**src/hdl/pps_pkg.sv**
```systemverilog
// Shared types, codes and microprogram for the preemptive priority scheduler.
package pps_pkg;

  localparam int RT_W = 16;
  localparam int AT_W = 16;
  localparam int PR_W = 8;
  localparam int TC_W = 5;

  localparam int REG_TASK_COUNT = 0;

  typedef enum logic [1:0] {
    OP_LOAD    = 2'd0,
    OP_TICK    = 2'd1,
    OP_RESTART = 2'd2
  } op_e;

  typedef logic [3:0] step_t;

  localparam step_t S_IDLE    = 4'd0;
  localparam step_t S_LOAD    = 4'd1;
  localparam step_t S_RESTART = 4'd2;
  localparam step_t S_TICK    = 4'd3;
  localparam step_t S_SCAN    = 4'd4;
  localparam step_t S_DRAIN   = 4'd5;
  localparam step_t S_PICK    = 4'd6;
  localparam step_t S_UPD     = 4'd7;
  localparam step_t S_EMIT    = 4'd8;

  typedef enum logic [1:0] {
    JMP_NEXT,
    JMP_GOTO,
    JMP_DISPATCH,
    JMP_SCAN
  } jump_e;

  typedef struct packed {
    jump_e jmp;
    step_t tgt;
    logic  cap;      // capture input word
    logic  wr_load;  // write table entry from captured word
    logic  clr_cnt;  // restart counters
    logic  tick_inc; // advance time, clear scan state
    logic  rd_scan;  // read entry at scan pointer
    logic  rd_best;  // read entry of the pick
    logic  sum_upd;  // fold waiting count into the running sum
    logic  wr_upd;   // write back decremented run time
    logic  emit;     // present result
  } ctrl_t;

  typedef struct packed {
    logic [RT_W-1:0] rem;
    logic [AT_W-1:0] arr;
    logic [PR_W-1:0] pri;
  } entry_t;

  function automatic ctrl_t ucode(input step_t s);
    ctrl_t w;
    w = '0;
    w.jmp = JMP_GOTO;
    w.tgt = S_IDLE;
    case (s)
      S_IDLE: begin
        w.cap = 1'b1;
        w.jmp = JMP_DISPATCH;
      end
      S_LOAD: begin
        w.wr_load = 1'b1;
      end
      S_RESTART: begin
        w.clr_cnt = 1'b1;
      end
      S_TICK: begin
        w.tick_inc = 1'b1;
        w.jmp = JMP_NEXT;
      end
      S_SCAN: begin
        w.rd_scan = 1'b1;
        w.jmp = JMP_SCAN;
      end
      S_DRAIN: begin
        w.jmp = JMP_NEXT;
      end
      S_PICK: begin
        w.rd_best = 1'b1;
        w.sum_upd = 1'b1;
        w.jmp = JMP_NEXT;
      end
      S_UPD: begin
        w.wr_upd = 1'b1;
        w.jmp = JMP_NEXT;
      end
      S_EMIT: begin
        w.emit = 1'b1;
      end
      default: begin
      end
    endcase
    return w;
  endfunction

endpackage

```
**src/hdl/pps_cfg.sv**
```systemverilog
// APB register slice holding the task count.
module pps_cfg (
  input  logic                    clk_i,
  input  logic                    rst_ni,
  input  logic                    psel,
  input  logic                    penable,
  input  logic                    pwrite,
  input  logic [2:0]              paddr,
  input  logic [31:0]             pwdata,
  output logic [31:0]             prdata,
  output logic                    pready,
  output logic [pps_pkg::TC_W-1:0] task_count_o
);

  logic [pps_pkg::TC_W-1:0] task_count_q;
  logic                     sel_tc;

  assign sel_tc = (paddr[2] == 1'(pps_pkg::REG_TASK_COUNT));

  always_ff @(posedge clk_i or negedge rst_ni) begin
    if (!rst_ni) begin
      task_count_q <= pps_pkg::TC_W'(1);
    end else if (psel && penable && pwrite && sel_tc) begin
      task_count_q <= pwdata[pps_pkg::TC_W-1:0];
    end
  end

  assign pready       = 1'b1;
  assign prdata       = sel_tc ? 32'(task_count_q) : 32'd0;
  assign task_count_o = task_count_q;

endmodule

```
**src/hdl/pps_sequencer.sv**
```systemverilog
// Step counter and microprogram fetch with conditional jumps.
module pps_sequencer (
  input  logic           clk_i,
  input  logic           rst_ni,
  input  logic           start_i,
  input  logic [1:0]     operation_i,
  input  logic           scan_last_i,
  output pps_pkg::ctrl_t ctrl_o,
  output logic           busy_o
);

  pps_pkg::step_t step_q, step_d;
  pps_pkg::ctrl_t ctrl;

  assign ctrl = pps_pkg::ucode(step_q);

  always_comb begin
    step_d = step_q;
    case (ctrl.jmp)
      pps_pkg::JMP_NEXT: step_d = step_q + 4'd1;
      pps_pkg::JMP_GOTO: step_d = ctrl.tgt;
      pps_pkg::JMP_DISPATCH: begin
        if (start_i) begin
          case (pps_pkg::op_e'(operation_i))
            pps_pkg::OP_LOAD:    step_d = pps_pkg::S_LOAD;
            pps_pkg::OP_TICK:    step_d = pps_pkg::S_TICK;
            pps_pkg::OP_RESTART: step_d = pps_pkg::S_RESTART;
            default:             step_d = pps_pkg::S_IDLE;
          endcase
        end
      end
      pps_pkg::JMP_SCAN: step_d = scan_last_i ? step_q + 4'd1 : step_q;
      default: step_d = pps_pkg::S_IDLE;
    endcase
  end

  always_ff @(posedge clk_i or negedge rst_ni) begin
    if (!rst_ni) begin
      step_q <= pps_pkg::S_IDLE;
    end else begin
      step_q <= step_d;
    end
  end

  assign ctrl_o = ctrl;
  assign busy_o = (step_q != pps_pkg::S_IDLE);

endmodule

```
**src/hdl/pps_datapath.sv**
```systemverilog
// Task table, scan/select logic, counters and result registers.
module pps_datapath #(
  parameter int MAX_TASKS = 16,
  parameter int IDX_W     = 4,
  parameter int CNT_W     = 5
) (
  input  logic                     clk_i,
  input  logic                     rst_ni,
  input  pps_pkg::ctrl_t           ctrl_i,
  input  logic                     start_i,
  input  logic [3:0]               task_index_i,
  input  logic [pps_pkg::RT_W-1:0] run_time_i,
  input  logic [pps_pkg::AT_W-1:0] arrival_tick_i,
  input  logic [pps_pkg::PR_W-1:0] priority_level_i,
  input  logic [pps_pkg::TC_W-1:0] task_count_i,
  output logic                     scan_last_o,
  output logic                     result_valid_o,
  output logic [31:0]              tick_number_o,
  output logic [3:0]               served_index_o,
  output logic                     idle_o,
  output logic                     finished_now_o,
  output logic [4:0]               waiting_now_o,
  output logic [31:0]              waiting_total_o,
  output logic                     all_done_o
);

  // captured input word
  logic [3:0]               tidx_q;
  logic [pps_pkg::RT_W-1:0] rt_q;
  logic [pps_pkg::AT_W-1:0] at_q;
  logic [pps_pkg::PR_W-1:0] pri_q;

  pps_pkg::entry_t mem_q [MAX_TASKS];
  pps_pkg::entry_t rd_q;
  pps_pkg::entry_t wr_data;
  logic [IDX_W-1:0] wr_addr, rd_addr;
  logic             wr_en;

  logic [MAX_TASKS-1:0] done_q;
  logic [MAX_TASKS-1:0] in_use;
  logic [IDX_W-1:0]     last_idx;
  logic [IDX_W-1:0]     ptr_q, eval_idx_q, best_q, last_pick_q;
  logic                 eval_vld_q;
  logic [pps_pkg::PR_W-1:0] best_pri_q;
  logic                 found_q, finished_q, alldone_q, emit_q;
  logic [CNT_W-1:0]     elig_cnt_q, waiting_q, waiting_d;
  logic [31:0]          tick_q, wsum_q;
  logic [32:0]          wsum_sum;
  logic                 ld_ok, elig, better;
  logic [IDX_W-1:0]     ld_addr;
  logic [pps_pkg::RT_W-1:0] rem_dec;

  // out-of-range task counts clamp to [1, MAX_TASKS]
  always_comb begin
    if (task_count_i == '0) begin
      last_idx = '0;
    end else if (32'(task_count_i) > 32'(MAX_TASKS)) begin
      last_idx = IDX_W'(MAX_TASKS - 1);
    end else begin
      last_idx = IDX_W'(task_count_i - pps_pkg::TC_W'(1));
    end
  end

  always_comb begin
    for (int i = 0; i < MAX_TASKS; i++) begin
      in_use[i] = (32'(i) <= 32'(last_idx));
    end
  end

  assign scan_last_o = (ptr_q == last_idx);
  assign ld_ok       = (32'(tidx_q) < 32'(MAX_TASKS));
  assign ld_addr     = IDX_W'(tidx_q);
  assign rem_dec     = (rd_q.rem != '0) ? rd_q.rem - 1'b1 : '0;

  always_comb begin
    wr_en   = (ctrl_i.wr_load && ld_ok) || (ctrl_i.wr_upd && found_q);
    wr_addr = ctrl_i.wr_load ? ld_addr : best_q;
    if (ctrl_i.wr_load) begin
      wr_data.rem = (rt_q == '0) ? pps_pkg::RT_W'(1) : rt_q;
      wr_data.arr = at_q;
      wr_data.pri = pri_q;
    end else begin
      wr_data.rem = rem_dec;
      wr_data.arr = rd_q.arr;
      wr_data.pri = rd_q.pri;
    end
    rd_addr = ctrl_i.rd_best ? best_q : ptr_q;
  end

  always_ff @(posedge clk_i) begin
    if (wr_en) begin
      mem_q[wr_addr] <= wr_data;
    end
    if (ctrl_i.rd_scan || ctrl_i.rd_best) begin
      rd_q <= mem_q[rd_addr];
    end
  end

  always_ff @(posedge clk_i) begin
    if (ctrl_i.cap && start_i) begin
      tidx_q <= task_index_i;
      rt_q   <= run_time_i;
      at_q   <= arrival_tick_i;
      pri_q  <= priority_level_i;
    end
  end

  // evaluation of the entry read in the previous cycle
  assign elig   = eval_vld_q && !done_q[eval_idx_q] && (32'(rd_q.arr) <= tick_q);
  assign better = elig && (rd_q.pri > best_pri_q);

  assign waiting_d = elig_cnt_q - CNT_W'(found_q);
  assign wsum_sum  = {1'b0, wsum_q} + 33'(waiting_d);

  always_ff @(posedge clk_i or negedge rst_ni) begin
    if (!rst_ni) begin
      done_q      <= '0;
      tick_q      <= '0;
      wsum_q      <= '0;
      last_pick_q <= '0;
      ptr_q       <= '0;
      eval_idx_q  <= '0;
      eval_vld_q  <= 1'b0;
      best_q      <= '0;
      best_pri_q  <= '0;
      found_q     <= 1'b0;
      elig_cnt_q  <= '0;
      waiting_q   <= '0;
      finished_q  <= 1'b0;
      alldone_q   <= 1'b0;
      emit_q      <= 1'b0;
    end else begin
      emit_q     <= ctrl_i.emit;
      eval_vld_q <= ctrl_i.rd_scan;
      eval_idx_q <= ptr_q;

      if (ctrl_i.wr_load && ld_ok) begin
        done_q[ld_addr] <= 1'b0;
      end

      if (ctrl_i.clr_cnt) begin
        tick_q      <= '0;
        wsum_q      <= '0;
        last_pick_q <= '0;
      end

      if (ctrl_i.tick_inc) begin
        if (tick_q != '1) begin
          tick_q <= tick_q + 32'd1;
        end
        ptr_q      <= '0;
        best_q     <= '0;
        best_pri_q <= '0;
        found_q    <= 1'b0;
        elig_cnt_q <= '0;
        finished_q <= 1'b0;
      end

      if (ctrl_i.rd_scan && !scan_last_o) begin
        ptr_q <= ptr_q + 1'b1;
      end

      if (elig) begin
        elig_cnt_q <= elig_cnt_q + 1'b1;
      end
      if (better) begin
        best_q     <= eval_idx_q;
        best_pri_q <= rd_q.pri;
        found_q    <= 1'b1;
      end

      if (ctrl_i.sum_upd) begin
        waiting_q <= waiting_d;
        wsum_q    <= wsum_sum[32] ? '1 : wsum_sum[31:0];
      end

      if (ctrl_i.wr_upd && found_q) begin
        last_pick_q <= best_q;
        if (rem_dec == '0) begin
          done_q[best_q] <= 1'b1;
          finished_q     <= 1'b1;
        end
      end

      if (ctrl_i.emit) begin
        alldone_q <= &(done_q | ~in_use);
      end
    end
  end

  assign result_valid_o  = emit_q;
  assign tick_number_o   = tick_q;
  assign served_index_o  = 4'(last_pick_q);
  assign idle_o          = !found_q;
  assign finished_now_o  = finished_q;
  assign waiting_now_o   = 5'(waiting_q);
  assign waiting_total_o = wsum_q;
  assign all_done_o      = alldone_q;

endmodule

```
**src/hdl/preemptive_priority_scheduler.sv**
```systemverilog
// Top level: preemptive priority scheduler with APB task-count register.
//
// A word is accepted when start_i is high while busy_o is low. A load or a restart
// keeps busy_o high while its S_LOAD or S_RESTART step runs. A tick reads the task
// table once per entry in use through its single read port, so the time it keeps
// busy_o high grows with the number of entries in use; its result appears on the result
// ports for exactly one cycle, marked by result_valid_o, in the first cycle busy_o
// is low again. The receiver cannot stall that word. Loads and restarts give no
// result. The task count register may be written only while the block is idle.
module preemptive_priority_scheduler #(
  parameter int MAX_TASKS = 16
) (
  input  logic        clk_i,
  input  logic        rst_ni,
  input  logic        start_i,
  output logic        busy_o,
  input  logic [1:0]  operation_i,
  input  logic [3:0]  task_index_i,
  input  logic [15:0] run_time_i,
  input  logic [15:0] arrival_tick_i,
  input  logic [7:0]  priority_level_i,
  output logic        result_valid_o,
  output logic [31:0] tick_number_o,
  output logic [3:0]  served_index_o,
  output logic        idle_o,
  output logic        finished_now_o,
  output logic [4:0]  waiting_now_o,
  output logic [31:0] waiting_total_o,
  output logic        all_done_o,
  input  logic        psel,
  input  logic        penable,
  input  logic        pwrite,
  input  logic [2:0]  paddr,
  input  logic [31:0] pwdata,
  output logic [31:0] prdata,
  output logic        pready
);

  localparam int IDX_W = $clog2(MAX_TASKS);
  localparam int CNT_W = $clog2(MAX_TASKS + 1);

  pps_pkg::ctrl_t           ctrl;
  logic                     scan_last;
  logic [pps_pkg::TC_W-1:0] task_count;

  pps_cfg u_cfg (
    .clk_i        (clk_i),
    .rst_ni       (rst_ni),
    .psel         (psel),
    .penable      (penable),
    .pwrite       (pwrite),
    .paddr        (paddr),
    .pwdata       (pwdata),
    .prdata       (prdata),
    .pready       (pready),
    .task_count_o (task_count)
  );

  pps_sequencer u_seq (
    .clk_i       (clk_i),
    .rst_ni      (rst_ni),
    .start_i     (start_i),
    .operation_i (operation_i),
    .scan_last_i (scan_last),
    .ctrl_o      (ctrl),
    .busy_o      (busy_o)
  );

  pps_datapath #(
    .MAX_TASKS (MAX_TASKS),
    .IDX_W     (IDX_W),
    .CNT_W     (CNT_W)
  ) u_dp (
    .clk_i            (clk_i),
    .rst_ni           (rst_ni),
    .ctrl_i           (ctrl),
    .start_i          (start_i),
    .task_index_i     (task_index_i),
    .run_time_i       (run_time_i),
    .arrival_tick_i   (arrival_tick_i),
    .priority_level_i (priority_level_i),
    .task_count_i     (task_count),
    .scan_last_o      (scan_last),
    .result_valid_o   (result_valid_o),
    .tick_number_o    (tick_number_o),
    .served_index_o   (served_index_o),
    .idle_o           (idle_o),
    .finished_now_o   (finished_now_o),
    .waiting_now_o    (waiting_now_o),
    .waiting_total_o  (waiting_total_o),
    .all_done_o       (all_done_o)
  );

endmodule

```
**config.mk**
```make
export PLATFORM = sky130hd
export DESIGN_NAME = preemptive_priority_scheduler
export DESIGN_NICKNAME = d
export VERILOG_FILES = /design/src/hdl/pps_pkg.sv /design/src/hdl/pps_cfg.sv /design/src/hdl/pps_sequencer.sv /design/src/hdl/pps_datapath.sv /design/src/hdl/preemptive_priority_scheduler.sv
export SDC_FILE = /design/constraint.sdc
export NUM_CORES = 1
export LEC_CHECK = 0
export ABC_CLOCK_PERIOD_IN_PS = 6010
export BUFFER_PORTS_ARGS = -buffer_cell sky130_fd_sc_hd__buf_2
export CAP_MARGIN = 20
export CORE_ASPECT_RATIO = 0.5
export CORE_UTILIZATION = 44
export DETAILED_ROUTE_END_ITERATION = 16
export SETUP_SLACK_MARGIN = 0.1
export SLEW_MARGIN = 20
export SYNTH_ARGS = -nofsm -noshare
export SYNTH_HDL_FRONTEND = slang
export SYNTH_HIERARCHICAL = 1
export SYNTH_SLANG_ARGS = --single-unit
```
**constraint.sdc**
```tcl
create_clock -name clk_i -period 6.01 [get_ports clk_i]
set_input_delay 0.3005 -clock clk_i [delete_from_list [all_inputs] [get_ports clk_i]]
set_output_delay 0.3005 -clock clk_i [all_outputs]
set_load 0.03 [all_outputs]
```
==> flow_summary.ini <==
[detailed_routing]
routed_wl_microns = 84300
remaining_drc_errors = 0
drt-wirelength-per-cell_microns = 23.5
dr.pass1.iters = 7
avgViaCountPerCell = 5.76
antenna_left = 0
dr_total_vias = 20700
drt_iter0_drc = 2082

[floorplanning]
die_y_microns = 205
core_sq_um = 80300
ioPinCount = 198
fp.dieW_microns = 407
rows = 73
design.die.area_sq_um = 83300
initial_core_util_pct = 45.0

[timing]
tns_ps = 0
hold_viol_final = 0
finClkSkew_ps = 24.5
timing.final.crit_share_pct = 67.5
rsz0062_at_grt = no
drv_slew = 0
finalSetupViolations = 0
holdWs_ps = 76.5
tightest_slew_ps = 1080
max_freq_mhz = 246
final.min_clock_period_ps = 4060
slew_headroom_pct = 28.0

[synth]
syn_area_sq_um = 36100
syn-mean-instance-area_sq_um = 16.3
syn_inst = 2213
yosysWarnings = 6

[cells_and_area]
synthToLayoutAreaGrowth_pct = 14.2
antennaDiodeCount = 0
finalNonFillerCells = 3584
layout.nets = 2564
fin_area_sq_um = 41200
drive_above_1_share_pct = 23.0

[global_routing]
grt_max_degree = 71
grt_pass1_wl_microns = 128000
antenna_found_initial = 2
grt_overflow = 0
grt_use_total_pct = 20.6
grt_pass1_vias = 20600

[min_path]
hold_class = primary input to register

[placement]
dpl.cell_count = 3389
dpl_cell_area_sq_um = 38200
dp_hpwl_microns = 49300
routabilityCongestion = 0.840
numPortBuffers = 140

[clock_network]
clk_pin_slew_ps = 60
worstSkewPairLatency_ps = 650
root_buffer = clkbuf_16
cts_resized = 0
cts_tree = done
cts_inserted_buffers = 79
clockBufferDepth = 3
cts_sinks = 852
cts.htree.levels = 3

[setup_path]
worstPathMaxFanout = 34
crit_path_frequent_cell = buf_4
critPathSlowestCell = buf_4
worstPathCellList = inv_1 > ha_1 > and3b_1 > buf_4 > mux2i_4 > buf_4 > buf_4 > mux4_2 > a211oi_1 > a31oi_1
arrival_ps = 4430
crit_type = register to register
end_kind = register
cpPeakStageDelay_ps = 620
rrSetupSlack_ps = 1950
worst_setup_path_start_kind = register
required_ps = 6380

[run_status]
outcome = complete, no violations

[power_and_ir_drop]
p_leak_nw = 14.3
power_per_cell_area_nw_per_um2 = 431
p_total_mw = 17.8
max-vdd-ir-drop_mv = 0.248

[flow_run]
maxCapViolCount = 0
## worst max-delay path, delay by kind of cell (launching register included)
| family | cells | cell delay (ps) |
|---|---|---|
| and+or+nand+nor | 1 | 160 |
| muxes | 2 | 1070 |
| adders and majority gates | 1 | 190 |
| AOI/OAI and AO/OA | 2 | 360 |
| DFF | 1 | 440 |
| buffers and inverters | 4 | 1540 |
## layer usage
metal / global-route usage [%] / vias to the layer above / part of all wire, %
met5: 0 / - / 0
met4: 4.97 / 0 / 1.8
met3: 2.92 / 99 / 5.2
met2: 32.6 / 600 / 47
met1: 30.1 / 10800 / 46
li1: - / 9144 / -
## sequential cells by signal (all words and copies together) (netlist names), 4 cells and up
name                  flops
u_dp/ptr_q                4
u_cfg/task_count_o        5
u_dp/waiting_total_o     32
u_dp/mem_q              640
u_dp/at_q                16
u_dp/served_index_o       4
u_dp/eval_idx_q           4
u_dp/rd_q                40
u_dp/best_pri_q           8
u_dp/tick_number_o       32
u_dp/elig_cnt_q           5
u_seq/step_q              4
u_dp/pri_q                8
u_dp/best_q               4
u_dp/waiting_now_o        5
u_dp/ld_addr              4
u_dp/rt_q                16
u_dp/done_q              16
## path summary, 6_finish.rpt
kind / cells after the start / start / to
worst max register to register: 10 / u_seq/step_q[0] / u_dp/rd_q[12]
min in group asynchronous: 2 / rst_ni / u_dp/done_q[9]
worst max-delay path: 10 / u_seq/step_q[0] / u_dp/rd_q[12]
worst min-delay path: 3 / penable / u_cfg/task_count_o[2]
worst min register to register: 2 / u_dp/served_index_o[1] / u_dp/served_index_o[1]
max in group asynchronous: 3 / rst_ni / u_dp/tick_number_o[17]
## cell type report
cell class | count | area, sq um
clock buffers | 101 | 2110
clock inverters | 44 | 388
fillers | 6635 | 39000
inverters | 64 | 240
multi-input cells | 1187 | 10500
flip-flops and latches | 852 | 24900
well taps | 1087 | 1360
repair buffers | 249 | 1710
## power by group
group / internal (mW) / switching, mW
combinational: 1.74 / 2.87
sequential: 7.85 / 0.373
clock: 2.75 / 2.19
total: 12.3 / 5.43
## placed cells by master (no fill, tap or decap), drive strengths merged, types with 8 or more instances in the layout
master	instances
edfxtp	724
buf	199
nand2	168
mux4	164
dfrtp	127
clkbuf	101
o21ai	87
nor2	82
inv	69
a31oi	66
and2	52
dlygate4sd3	50
a211oi	50
a21oi	48
mux2	44
ha	43
nand3	38
nor3	35
clkinv	29
conb	28
o31ai	28
nand4	20
nor4	18
and3	15
xnor2	15
nor2b	15
nand2b	15
xor2	11
o211ai	11
o21a	10
mux2i	10
a311oi	8
## stage by stage
stage / worst slack, ps / utilization, %
2_1_floorplan: 2340 / -
3_3_place_gp: 1910 / 47.6
3_5_place_dp: 1900 / 47.6
4_1_cts: 1880 / 51.3
5_1_grt: 1570 / 51.4
6_report: 1950 / 51.4
## repair_timing
action	CTS	global route
hold endpoints to repair	113	0
setup buffers	0	0
hold buffers	50	0
No activity file was read; power rests on OpenSTA's default activity.
